<file path="config.mk">
export PLATFORM = sky130hd
export DESIGN_NAME = slab_slot_allocator_top
export DESIGN_NICKNAME = d
export VERILOG_FILES = /design/src/rtl/ssa_pkg.sv /design/src/rtl/ssa_stack_ram.sv /design/src/rtl/slab_slot_allocator_top.sv
export SDC_FILE = /design/constraint.sdc
export NUM_CORES = 1
export LEC_CHECK = 0
export BUFFER_PORTS_ARGS = -buffer_cell sky130_fd_sc_hd__buf_2
export CORE_MARGIN = 4
export CORE_UTILIZATION = 50
export CTS_CLUSTER_SIZE = 14
export DETAILED_ROUTE_END_ITERATION = 16
export PLACE_DENSITY = 0.66
export SLEW_MARGIN = 10
export SYNTH_ARGS = -nofsm -noshare
export SYNTH_HDL_FRONTEND = slang
export SYNTH_SLANG_ARGS = --single-unit
export TNS_END_PERCENT = 1
</file>
<file path="constraint.sdc">
create_clock -name clk -period 3.9 [get_ports clk]
set_input_delay 0.39 -clock clk [delete_from_list [all_inputs] [get_ports clk]]
set_output_delay 0.39 -clock clk [all_outputs]
set_load 0.02 [all_outputs]
</file>
<file path="src/rtl/ssa_pkg.sv">
// ----------------------------------------------------------------------------
// ssa_pkg
// Types and codes shared by the slab slot allocator.
// ----------------------------------------------------------------------------
package ssa_pkg;
  localparam logic [1:0] MODE_ALLOC = 2'd0;
  localparam logic [1:0] MODE_FREE  = 2'd1;
  localparam logic [1:0] MODE_REAP  = 2'd2;

  localparam logic [1:0] ST_OK  = 2'd0;
  localparam logic [1:0] ST_OOM = 2'd1;
  localparam logic [1:0] ST_BAD = 2'd2;

  localparam logic REG_OBJECT_BYTES = 1'b0;
  localparam logic REG_HEADER_BYTES = 1'b1;

  localparam int unsigned MIN_OBJECT_BYTES = 4;
  localparam int unsigned BYTES_MAX        = 524287;

  typedef struct packed {
    logic [1:0] mode;
    logic [5:0] handle;
  } ssa_in_t;

  typedef struct packed {
    logic [1:0]  status;
    logic [5:0]  granted_handle;
    logic [18:0] reclaimed_bytes;
    logic [6:0]  live_count;
    logic [6:0]  free_count;
    logic [6:0]  peak_count;
  } ssa_out_t;
endpackage

</file>
<file path="src/rtl/ssa_stack_ram.sv">
// ----------------------------------------------------------------------------
// ssa_stack_ram
// Free stack storage: one write port, one registered read port.
// ----------------------------------------------------------------------------
module ssa_stack_ram #(
  parameter int DEPTH = 64,
  parameter int AW    = 6,
  parameter int DW    = 6
) (
  input  logic          clk,
  input  logic          we,
  input  logic [AW-1:0] waddr,
  input  logic [DW-1:0] wdata,
  input  logic [AW-1:0] raddr,
  output logic [DW-1:0] rdata
);
  logic [DW-1:0] mem [DEPTH];

  always_ff @(posedge clk) begin
    if (we) begin
      mem[waddr] <= wdata;
    end
    rdata <= mem[raddr];
  end
endmodule

</file>
<file path="src/rtl/slab_slot_allocator_top.sv">
// ----------------------------------------------------------------------------
// slab_slot_allocator_top
// Slab slot allocator with a LIFO free stack held in a synchronous memory.
// ----------------------------------------------------------------------------
// Requests are taken one at a time. busy stays high from the accepting edge
// until the result beat has been on the result ports.
// - A free goes from the accepting edge straight to the output state, which
//   registers the result and its strobe.
// - An allocate from a non-empty stack needs one memory read first, then
//   pops the top in S_POP before the output state.
// - An allocate that activates a block first pushes its slots, one a cycle,
//   then reads back the new top in S_PRD before the pop.
// - A reap visits each block in turn. For each released block it compacts
//   the whole free stack through the one stack memory, taking each stack
//   entry through S_RWR and S_RRD. It then goes to the output state.
// The result strobe out_valid lasts one cycle. The receiver cannot stall
// it, so every result has to be taken in the cycle it is shown.
module slab_slot_allocator_top #(
  parameter int NUM_BLOCKS      = 8,
  parameter int SLOTS_PER_BLOCK = 8
) (
  input  logic             clk,
  input  logic             rst_n,
  input  logic             start,
  output logic             busy,
  input  ssa_pkg::ssa_in_t in_data,
  output logic             out_valid,
  output ssa_pkg::ssa_out_t out_data,
  input  logic             cfg_valid,
  output logic             cfg_ready,
  input  logic [0:0]       cfg_index,
  input  logic [12:0]      cfg_data
);
  import ssa_pkg::*;

  localparam int TOTAL = NUM_BLOCKS * SLOTS_PER_BLOCK;
  localparam int AW    = (TOTAL > 1) ? $clog2(TOTAL) : 1;
  localparam int BW    = (NUM_BLOCKS > 1) ? $clog2(NUM_BLOCKS) : 1;
  localparam int SW    = (SLOTS_PER_BLOCK > 1) ? $clog2(SLOTS_PER_BLOCK) : 1;
  localparam int CW    = $clog2(TOTAL + 1);
  localparam int FW    = $clog2(SLOTS_PER_BLOCK + 1);

  localparam logic [2:0] S_IDLE = 3'd0;
  localparam logic [2:0] S_FILL = 3'd1;
  localparam logic [2:0] S_POP  = 3'd2;
  localparam logic [2:0] S_RSCN = 3'd3;
  localparam logic [2:0] S_RRD  = 3'd4;
  localparam logic [2:0] S_RWR  = 3'd5;
  localparam logic [2:0] S_OUT  = 3'd6;
  localparam logic [2:0] S_PRD  = 3'd7;

  logic [2:0]     state_r;
  logic [12:0]    obj_r;
  logic [7:0]     hdr_r;
  logic [CW-1:0]  depth_r, live_r, peak_r;
  logic [NUM_BLOCKS-1:0] act_r;
  logic [FW-1:0]  bfree_r [NUM_BLOCKS];
  logic [TOTAL-1:0] sfree_r;
  logic [BW-1:0]  blk_r;
  logic [SW-1:0]  fcnt_r;
  logic [CW-1:0]  ridx_r, keep_r;
  logic [19:0]    total_r;
  logic [1:0]     mode_r;
  ssa_out_t       res_r;
  logic           ov_r;

  logic          we;
  logic [AW-1:0] waddr, raddr;
  logic [AW-1:0] wdata, rdata;

  ssa_stack_ram #(.DEPTH(TOTAL), .AW(AW), .DW(AW)) u_ram (
    .clk(clk), .we(we), .waddr(waddr), .wdata(wdata), .raddr(raddr), .rdata(rdata)
  );

  logic [BW-1:0] low_inact;
  logic          any_inact;
  always_comb begin
    low_inact = '0;
    any_inact = 1'b0;
    for (int b = NUM_BLOCKS - 1; b >= 0; b--) begin
      if (!act_r[b]) begin
        low_inact = BW'(b);
        any_inact = 1'b1;
      end
    end
  end

  logic [BW-1:0] hblk;
  logic          hin;
  logic [BW-1:0] rblk;
  assign hin  = {1'b0, in_data.handle} < (AW + 1)'(TOTAL);
  assign hblk = BW'(in_data.handle[AW-1:0] / SLOTS_PER_BLOCK);
  assign rblk = BW'(rdata / SLOTS_PER_BLOCK);

  logic [18:0] per_blk;
  always_comb begin
    logic [12:0] ob;
    ob = (obj_r < 13'(MIN_OBJECT_BYTES)) ? 13'(MIN_OBJECT_BYTES) : obj_r;
    per_blk = 19'(ob * SLOTS_PER_BLOCK) + 19'(hdr_r);
  end

  logic accept;
  assign accept    = start && !busy;
  assign busy      = (state_r != S_IDLE) || ov_r;
  assign cfg_ready = 1'b1;
  assign out_valid = ov_r;
  assign out_data  = res_r;

  logic reap_hit;
  assign reap_hit = act_r[blk_r] && (bfree_r[blk_r] == FW'(SLOTS_PER_BLOCK));

  always_comb begin
    we    = 1'b0;
    waddr = depth_r[AW-1:0];
    wdata = '0;
    raddr = AW'(depth_r - 1'b1);
    case (state_r)
      S_IDLE: begin
        if (accept && in_data.mode == MODE_FREE && hin && act_r[hblk] &&
            !sfree_r[in_data.handle[AW-1:0]]) begin
          we    = depth_r < CW'(TOTAL);
          wdata = in_data.handle[AW-1:0];
        end
      end
      S_FILL: begin
        we    = depth_r < CW'(TOTAL);
        wdata = AW'(blk_r * SLOTS_PER_BLOCK + fcnt_r);
      end
      S_RSCN, S_RWR: raddr = ridx_r[AW-1:0];
      S_RRD: begin
        raddr = ridx_r[AW-1:0];
        we    = rblk != blk_r;
        waddr = keep_r[AW-1:0];
        wdata = rdata;
      end
      default: ;
    endcase
  end

  always_ff @(posedge clk) begin
    if (!rst_n) begin
      state_r <= S_IDLE;
      ov_r    <= 1'b0;
      obj_r   <= 13'd4;
      hdr_r   <= 8'd16;
      depth_r <= '0;
      live_r  <= '0;
      peak_r  <= '0;
      act_r   <= '0;
      sfree_r <= '0;
      for (int b = 0; b < NUM_BLOCKS; b++) bfree_r[b] <= '0;
    end else begin
      if (cfg_valid && cfg_ready) begin
        if (cfg_index == REG_OBJECT_BYTES) obj_r <= cfg_data;
        else                               hdr_r <= cfg_data[7:0];
      end
      ov_r <= (state_r == S_OUT);
      case (state_r)
        S_IDLE: begin
          if (accept) begin
            mode_r <= in_data.mode;
            res_r.granted_handle  <= '0;
            res_r.reclaimed_bytes <= '0;
            case (in_data.mode)
              MODE_ALLOC: begin
                if (depth_r != '0) begin
                  res_r.status <= ST_OK;
                  state_r <= S_POP;
                end else if (any_inact) begin
                  act_r[low_inact]   <= 1'b1;
                  bfree_r[low_inact] <= FW'(SLOTS_PER_BLOCK);
                  blk_r  <= low_inact;
                  fcnt_r <= '0;
                  res_r.status <= ST_OK;
                  state_r <= S_FILL;
                end else begin
                  res_r.status <= ST_OOM;
                  state_r <= S_OUT;
                end
              end
              MODE_FREE: begin
                if (hin && act_r[hblk] && !sfree_r[in_data.handle[AW-1:0]]) begin
                  if (depth_r < CW'(TOTAL)) begin
                    depth_r <= depth_r + 1'b1;
                    sfree_r[in_data.handle[AW-1:0]] <= 1'b1;
                  end
                  bfree_r[hblk] <= bfree_r[hblk] + 1'b1;
                  if (live_r != '0) live_r <= live_r - 1'b1;
                  res_r.status <= ST_OK;
                end else begin
                  res_r.status <= ST_BAD;
                end
                state_r <= S_OUT;
              end
              MODE_REAP: begin
                blk_r   <= '0;
                total_r <= '0;
                res_r.status <= ST_OK;
                state_r <= S_RSCN;
              end
              default: begin
                res_r.status <= ST_BAD;
                state_r <= S_OUT;
              end
            endcase
          end
        end
        S_FILL: begin
          if (depth_r < CW'(TOTAL)) begin
            depth_r <= depth_r + 1'b1;
            sfree_r[AW'(blk_r * SLOTS_PER_BLOCK + fcnt_r)] <= 1'b1;
          end
          fcnt_r <= fcnt_r + 1'b1;
          if (fcnt_r == SW'(SLOTS_PER_BLOCK - 1)) state_r <= S_PRD;
        end
        // The last slot is written as the fill ends, so the top is read here.
        S_PRD: state_r <= S_POP;
        S_POP: begin
          // rdata holds the top entry, read in the previous cycle.
          depth_r <= depth_r - 1'b1;
          sfree_r[rdata] <= 1'b0;
          if (bfree_r[rblk] != '0) bfree_r[rblk] <= bfree_r[rblk] - 1'b1;
          live_r <= live_r + 1'b1;
          if (live_r + 1'b1 > peak_r) peak_r <= live_r + 1'b1;
          res_r.granted_handle <= 6'(rdata);
          state_r <= S_OUT;
        end
        S_RSCN: begin
          if (reap_hit) begin
            ridx_r  <= '0;
            keep_r  <= '0;
            act_r[blk_r]   <= 1'b0;
            bfree_r[blk_r] <= '0;
            total_r <= total_r + 20'(per_blk);
            if (depth_r != '0) begin
              state_r <= S_RWR;
            end else if (blk_r == BW'(NUM_BLOCKS - 1)) begin
              state_r <= S_OUT;
            end else begin
              blk_r <= blk_r + 1'b1;
            end
          end else if (blk_r == BW'(NUM_BLOCKS - 1)) begin
            state_r <= S_OUT;
          end else begin
            blk_r <= blk_r + 1'b1;
          end
        end
        S_RWR: state_r <= S_RRD;
        S_RRD: begin
          if (rblk == blk_r) sfree_r[rdata] <= 1'b0;
          else keep_r <= keep_r + 1'b1;
          if (ridx_r + 1'b1 == depth_r) begin
            depth_r <= keep_r + CW'(rblk != blk_r);
            if (blk_r == BW'(NUM_BLOCKS - 1)) begin
              state_r <= S_OUT;
            end else begin
              blk_r   <= blk_r + 1'b1;
              state_r <= S_RSCN;
            end
          end else begin
            ridx_r  <= ridx_r + 1'b1;
            state_r <= S_RWR;
          end
        end
        S_OUT: begin
          if (mode_r == MODE_REAP)
            res_r.reclaimed_bytes <= (total_r > 20'(BYTES_MAX)) ? 19'(BYTES_MAX)
                                                                : total_r[18:0];
          res_r.live_count <= 7'(live_r);
          res_r.free_count <= 7'(depth_r);
          res_r.peak_count <= 7'(peak_r);
          state_r <= S_IDLE;
        end
        default: state_r <= S_IDLE;
      endcase
    end
  end

`ifndef SYNTH
  a_live_le_peak: assert property (@(posedge clk) disable iff (!rst_n)
    live_r <= peak_r) else $error("live count above peak");
  a_depth_bound: assert property (@(posedge clk) disable iff (!rst_n)
    depth_r <= CW'(TOTAL)) else $error("stack depth overflow");
  a_no_accept_out: assert property (@(posedge clk) disable iff (!rst_n)
    out_valid |-> !accept) else $error("accept during result");
  a_strobe_pulse: assert property (@(posedge clk) disable iff (!rst_n)
    out_valid |=> !out_valid) else $error("result strobe too long");
`endif
endmodule
</file>
==> impl_metrics.toml, run 1 <==
[logic_synthesis]
synth-xor-area-share_pct = 1.61
synth_edf_count = 506
synth_seq_area_share_pct = 58.4
ys.flop_type = "edfxtp_1"
synth-simple-area-share_pct = 10.8
synthArstFlopShare_pct = 0
synth_mux_area_share_pct = 14.4
synth_warnings = 0
ys_types = 89
ys_seq_elements = 633
syn_inst = 2536
synth-compound-area-share_pct = 9.68
synth_area_per_cell_um2 = 12.0
synth_top_family_by_area = "multiplexers"
syn-num-nets = 2617
synth_fa_ha_area_share_pct = 2.41
netlist_area_um2 = 30400

[power]
power_frac_seq_pct = 32.5
p_total_mw = 27.3
leakagePower_nw = 13.1
switching_share_pct = 38.4
pwr-share-clk_pct = 23.3
comb_power_share_pct = 44.2
power.density_nw_per_um2 = 785
switching_power_mw = 10.5
irDropWorstVdd_mv = 0.669
intPower_mw = 16.8

[placement]
io_buffers = 75
gp_congestion = 0.982
dp.final_hpwl_um = 53500

[sta]
min_period_over_period_pct = 94.2
fin_skew_ns = 0.0218
hold_violations = 0
setup_viol = 0
finalMaxSlewViolations = 0
fin_crit_ns = 3.67
tightest_slew_ns = 1.18
fmax_ghz = 0.272
rsz0062_at_grt = "false"
fin_tns_setup_ns = 0
max-slew-margin-rel_pct = 21.3

[die]
die_x_um = 255
fp-row-count = 90
die_h_um = 255
die_area_um2 = 64800
start_util_pct = 50.4
core_um2 = 60200
ioPinCount = 77

[setup_path]
crit_type = "flop to flop"
cp_slowest_cell = "dfxtp_1"
cp-start-kind = "flop"
crit_arrival_ns = 3.98
worstPathRequired_ns = 4.20
critPathCaptureType = "flop"
critPathMaxFanout = 7
critPathTopFamily = "compound AO/OA/AOI/OAI gates"
cp_num_buf_inv = 1
path_cells = "and2b_1 > a221oi_1 > a21oi_1 > a211oi_1 > ha_1 > nand2_1 > o211ai_4 > buf_4 > nand3b_1 > mux2i_1 > a2bb2oi_2 > nand3_1 > nand2_1"
crit_top_cell = "nand2_1"
critPathMaxStageDelay_ns = 0.54

[cts]
cts_tree = "yes"
htreeDepth = 3
cts_sinks = 633
cts_setup_buffers = 0
cts_buffer_depth = 3
clockRootBuffer = "clkbuf_16"
clk_latency_ns = 0.61
numCtsBuffers = 70
path_clk_slew_ns = 0.06

[grt]
grt.total_usage_pct = 24.1
grt_pass1_vias = 20700
overflow = 0
antenna_found_initial = 0
grt_pass1_wl_um = 121000
grt_max_degree = 73

[hold_path]
worstHoldPathType = "primary input to flop"

[route]
firstDrtPassIters = 6
wirelength_um = 79300
drc = 0
drt-vias-per-instance = 6.02
wire_per_inst_um = 22.5
ant_nets = 0
drt_first_iter_violations = 1896
num_vias = 21200

[final_layout]
fill_cells = 4831
multi_input_area_um2 = 11900
final-seq-area_um2 = 17700
syn2layout_area_growth_pct = 14.5
drive_gt1_share_pct = 14.6
nets = 2768

[status]
status = "complete, no violations"

[run]
maxCapViolations = 0
## cell usage after synthesis (10+ instances only)
library cell	n	area, um2
xnor2_1	37	324
nor2b_1	16	100
a22oi_1	20	150
mux2i_1	407	4070
buf_2	51	255
o21ai_0	123	616
buf_1	17	63.8
nor3b_1	10	75.1
nand2b_1	17	106
a31oi_1	11	68.8
and2_1	13	81.3
nand4_1	14	87.6
a221oi_1	10	87.6
edfxtp_1	506	15200
inv_1	37	139
nor3_1	27	135
o22ai_1	71	444
xor2_1	19	166
and3_1	21	131
nand2_1	196	736
dfxtp_1	127	2540
a21o_1	10	75.1
nand3_1	67	335
a21oi_1	129	646
ha_1	49	613
nor2_1	253	950
nand3b_1	15	113
clkbuf_1	88	330
## per-layer routing
layer,up-vias,GRT usage (%),wire (um)
met5,-,0,0
met3,188,4.04,5410
li1,9811,-,-
met2,828,38.6,36700
met1,10400,33.6,34500
met4,0,8.86,2650
## logic make-up (layout without fill, tap and decap cells)
| group | after synthesis | after routing |
|---|---|---|
| multiplexers | 424 | 424 |
| other | 1 | 2 |
| AND/OR/NAND/NOR | 699 | 699 |
| adder cells (fa/ha/maj) | 55 | 55 |
| buffers and inverters | 197 | 400 |
| flip-flops | 633 | 633 |
| AO/OA/AOI/OAI | 471 | 471 |
| XOR/XNOR | 56 | 56 |
## stage by stage
step / instance area [um2] / utilization [%] / setup slack (ns) / hold slack [ns] / cells
floorplan: 30400 / - / 0.313 / 0.406 / 2536
global placement: 32500 / 54.0 / 0.206 / 0.446 / 3396
detailed placement: 32500 / 54.0 / 0.139 / 0.449 / 3396
CTS: 34800 / 57.7 / 0.194 / 0.00214 / 3521
global route: 34800 / 57.7 / 0.00979 / 0.0378 / 3521
finish: 34800 / 57.7 / 0.225 / 0.0351 / 3522
## worst paths after layout
| check | start | end | slack [ns] | cells after the start |
|---|---|---|---|---|
| setup / recovery | u_ram.rdata[4]$_DFF_P_ | bfree_r[6][0]$_SDFFCE_PN0P_ | 0.23 | 13 |
| hold / removal | cfg_data[2] | obj_r[2]$_SDFFE_PN1P_ | 0.04 | 3 |
| setup reg to reg | u_ram.rdata[4]$_DFF_P_ | bfree_r[6][0]$_SDFFCE_PN0P_ | 0.23 | 13 |
| hold reg to reg | obj_r[1]$_SDFFE_PN0P_ | obj_r[1]$_SDFFE_PN0P_ | 0.46 | 2 |
## worst register-to-register path, stage by stage (launching register included)
cell	delay, ns
dfxtp_1	0.54
and2b_1	0.24
a221oi_1	0.29
a21oi_1	0.06
a211oi_1	0.41
ha_1	0.27
nand2_1	0.11
o211ai_4	0.21
buf_4	0.20
nand3b_1	0.08
mux2i_1	0.22
a2bb2oi_2	0.30
nand3_1	0.22
nand2_1	0.21
## cells in the final DEF, fill, tap and decap left out, types with 11 or more instances in the layout
cell type and count:
a22oi_1 20, o21ai_0 122, and2_1 13, a21oi_1 124
and3_1 21, nand2_1 190, inv_1 36, a31oi_1 11
buf_12 15, mux2i_1 406, nor2b_1 16, clkbuf_1 17
buf_2 75, nand4_1 14, nor2_1 252, o22ai_1 71
ha_1 49, edfxtp_1 506, clkinv_1 11, clkbuf_16 71
xor2_1 19, nand2b_1 17, dfxtp_1 126, xnor2_1 37
nand3b_1 15, nor3_1 26, buf_4 147, nand3_1 67
## state kept, by name (all words and copies together) (netlist names), 8 cells and up, named ones only
name,cells
hdr_r,8
obj_r,13
total_r,20
u_ram.mem,384
out_data,48
act_r,8
sfree_r,64
bfree_r,32
## layout make-up
| cell class | instances | share of cell area (%) |
|---|---|---|
| flip-flops and latches | 633 | 51.0 |
| well taps | 782 | 2.81 |
| clock buffers | 93 | 5.49 |
| inverters | 38 | 0.414 |
| clock inverters | 31 | 0.921 |
| repair buffers | 238 | 5.14 |
| diodes | 1 | 0.00719 |
| multi-input cells | 1706 | 34.2 |
## power groups by stage
stage | clock (mW) | sequential (mW) | combinational [mW]
finish | 6.38 | 8.87 | 12.1
global route | 6.79 | 8.92 | 12.8
CTS | 6.50 | 8.85 | 12.0
detailed placement | 0 | 9.00 | 12.0
global placement | 0 | 8.98 | 11.8
floorplan | 0 | 8.83 | 8.14
## timing repair
item	4_1_cts	5_1_grt
setup endpoints to repair	0	26
resized for setup	0	3
hold buffers	1	0
endpoints found under the hold margin	1	0
Power figures use the tool's default switching activity.
==> run 2: changes to the inputs <==
--- a/config.mk
+++ b/config.mk
@@ -14,5 +14,6 @@
 export SLEW_MARGIN = 10
 export SYNTH_ARGS = -nofsm -noshare
 export SYNTH_HDL_FRONTEND = slang
+export SYNTH_HIERARCHICAL = 1
 export SYNTH_SLANG_ARGS = --single-unit
 export TNS_END_PERCENT = 1
==> run 2 against run 1 <==
  * Total power up 2.0%
  * Die area down 2.7%
  * Largest power group unchanged
  * Sequential power about the same
  * Design area down 1.3%
  * Synthesized cell count down 7.9%
  * Combinational power up 4%
  * Clock power up 0.8%
  * Register-to-register slack worse by 0.08 ns
  * Global-route usage up 1.7 points
  * Non-clock buffer count up 51
==> impl_metrics.toml, run 2 <==
[logic_synthesis]
synth_seq_area_share_pct = 60.0
yosys.cell_count.top_type = "edfxtp_1"
synth_warnings = 6
yosysTopAreaCell = "edfxtp_1"
syn-num-nets = 2417
synthArstFlopShare_pct = 0
syn_inst = 2336
ys_types = 92
synth_area_per_cell_um2 = 12.6
synth.top_cells.by_area = "edfxtp_1 (51%), dfxtp_1 (8.6%), mux4_2 (8.5%), nor2_1 (3.2%), nand2_1 (2.4%)"
ys_seq_elements = 633
synth_edf_count = 506
netlist_area_um2 = 29500
synth_top_area_share_pct = 51.4
synthTopCellsByCount = "edfxtp_1 (506), nor2_1 (249), nand2_1 (191)"
ys.flop_type = "edfxtp_1"

[cts]
clk_latency_ns = 0.61
cts_buffer_depth = 3
path_clk_slew_ns = 0.06
clockRootBuffer = "clkbuf_16"
numCtsBuffers = 68
cts_sinks = 633
cts_tree = "yes"
htreeDepth = 3

[die]
core_um2 = 58100
ioPinCount = 77
fp-row-count = 88
die_h_um = 251
die_area_um2 = 63100
start_util_pct = 50.8
die_x_um = 251

[placement]
dp_cells = 3226
gp_congestion = 0.959
dp.final_hpwl_um = 57200
pre_cts_slack_ns = -0.331
io_buffers = 75

[final_layout]
layout.cells.most_common = "edfxtp_1"
fill_cells = 4543
final_cells = 3352
final_cell_mix = "edfxtp_1 (506), nor2_1 (247), nand2_1 (190), buf_4 (189), dfxtp_1 (126)"
nets = 2617
top_register = "u_ram/mem"
syn2layout_area_growth_pct = 16.3
largest_reg_flops = 384
drive_gt1_share_pct = 21.6

[power]
power.density_nw_per_um2 = 811
leakagePower_nw = 12.0
p_total_mw = 27.9
irDropWorstVdd_mv = 0.733

[setup_path]
reg2reg_from = "obj_r[12]$_SDFFE_PN0P_"
crit_top_cell = "o311a_1"
crit_type = "flop to flop"
path_cells = "nor4_4 > buf_4 > nand3_1 > nand2_2 > fa_1 > inv_1 > ha_1 > a21oi_2 > o21bai_2 > o311a_1 > o311a_1 > o21a_1 > a31o_2 > xnor2_1 > nor2_1"
critPathMaxStageDelay_ns = 0.41
worstPathRequired_ns = 4.23
cp-start-kind = "flop"
crit_arrival_ns = 4.09
r2r_slack_ns = 0.15
cp_slowest_cell = "fa_1"
reg2reg_depth = 15
rr_endpoint = "total_r[18]$_SDFFCE_PN0P_"
critPathCaptureType = "flop"
critPathMaxFanout = 3

[grt]
grt_max_degree = 58
grt.total_usage_pct = 25.8
overflow = 0
grt_pass1_wl_um = 127000
antenna_found_initial = 1
grt_pass1_vias = 20900

[route]
num_vias = 21200
drt_first_iter_violations = 2577
ant_nets = 0
wirelength_um = 82700
wire_per_inst_um = 24.7
firstDrtPassIters = 7
drc = 0
drt-vias-per-instance = 6.32

[sta]
hold_violations = 0
fin_crit_ns = 3.75
setup_viol = 0
rsz0062_at_grt = "true"
fmax_ghz = 0.266
fin_skew_ns = 0.0173
min_period_over_period_pct = 96.2
tightest_slew_ns = 1.01
max-slew-margin-rel_pct = 32.7
worst_slack_ns = 0.147
finalMaxSlewViolations = 0

[hold_path]
worstHoldPathType = "primary input to flop"
hp-start = "cfg_data[10]"
min_to = "obj_r[10]$_SDFFE_PN0P_"
min_path_cells = 3

[run]
maxCapViolations = 0

[status]
status = "complete, no violations"
-- run 2: timing repair --
action | in CTS | in global routing
hold buffers | 2 | 0
endpoints found under the setup margin | 1 | 44
pin swaps | 0 | 3
endpoints found under the hold margin | 2 | 0
setup buffers | 0 | 3
gates cloned | 0 | 0
gates resized for setup | 1 | 10
-- run 2: layout make-up --
type	count	area (um2)	share of cell area (%)
diodes	1	2.50	0.00728
clock buffers	85	1820	5.29
clock inverters	35	388	1.13
inverters	44	166	0.484
multi-input cells	1500	11000	32.0
flip-flops and latches	633	17700	51.6
well taps	765	957	2.79
repair buffers	289	2270	6.62
-- run 2: cells by family (layout without fill, tap and decap cells) --
logic type                 Yosys count  count (layout)  synth area share (%)
and+or+nand+nor                    741             741                  11.7
DFF                                633             633                  60.0
AOI/OAI and AO/OA                  495             495                  11.1
buffers and inverters              203             453                  3.02
muxes                              149             149                  9.85
xor gates and xnor gates            59              59                  1.75
adders and majority gates           55              55                  2.48
other                                1               2                0.0127
-- run 2: worst max-delay path by stage --
stage,start,endpoint,slack [ns],depth (start not counted)
2_1_floorplan,in_data[1],u_ram/mem[33][0]$_DFFE_PP_,-0.07,15
3_3_place_gp,in_data[1],u_ram/mem[14][2]$_DFFE_PP_,-0.28,15
3_5_place_dp,in_data[1],u_ram/mem[2][1]$_DFFE_PP_,-0.33,15
4_1_cts,obj_r[8]$_SDFFE_PN0P_,total_r[18]$_SDFFCE_PN0P_,0.03,15
5_1_grt,obj_r[12]$_SDFFE_PN0P_,total_r[18]$_SDFFCE_PN0P_,-0.04,14
6_report,obj_r[12]$_SDFFE_PN0P_,total_r[18]$_SDFFCE_PN0P_,0.15,15
-- run 2: through the flow --
| stage | hold slack [ns] | util (%) | TNS, ns | instance area, um2 |
|---|---|---|---|---|
| 4_1_cts | 0.000979 | 59.0 | 0 | 34300 |
| 2_1_floorplan | 0.406 | - | -3.42 | 29500 |
| 3_5_place_dp | 0.417 | 55.2 | -90.81 | 32100 |
| 3_3_place_gp | 0.416 | 55.2 | -73.78 | 32100 |
| 5_1_grt | 0.0149 | 59.1 | -0.0404 | 34400 |
| 6_report | 0.0351 | 59.1 | 0 | 34400 |
-- run 2: routing by layer --
metal | vias up | GRT usage, % | part of all wire, %
met5 | - | 0 | 0
met4 | 0 | 8.05 | 3.4
met3 | 201 | 4.42 | 8.8
met2 | 1182 | 41.6 | 47
met1 | 10400 | 36.4 | 41
li1 | 9369 | - | -
-- run 2: worst max-delay path: cells and delay by family, from the launching register on --
kind                       cells  cell delay [ns]
adders and majority gates      2             0.68
DFF                            1             0.36
buffers and inverters          2             0.22
and+or+nand+nor                4             0.56
xor gates and xnor gates       1             0.14
AOI/OAI and AO/OA              6             1.54
-- run 2: power breakdown --
| part | switching, mW | internal (mW) | total [mW] |
|---|---|---|---|
| registers | 0.442 | 8.42 | 8.86 |
| logic | 7.67 | 4.89 | 12.6 |
| clock network | 2.64 | 3.79 | 6.43 |
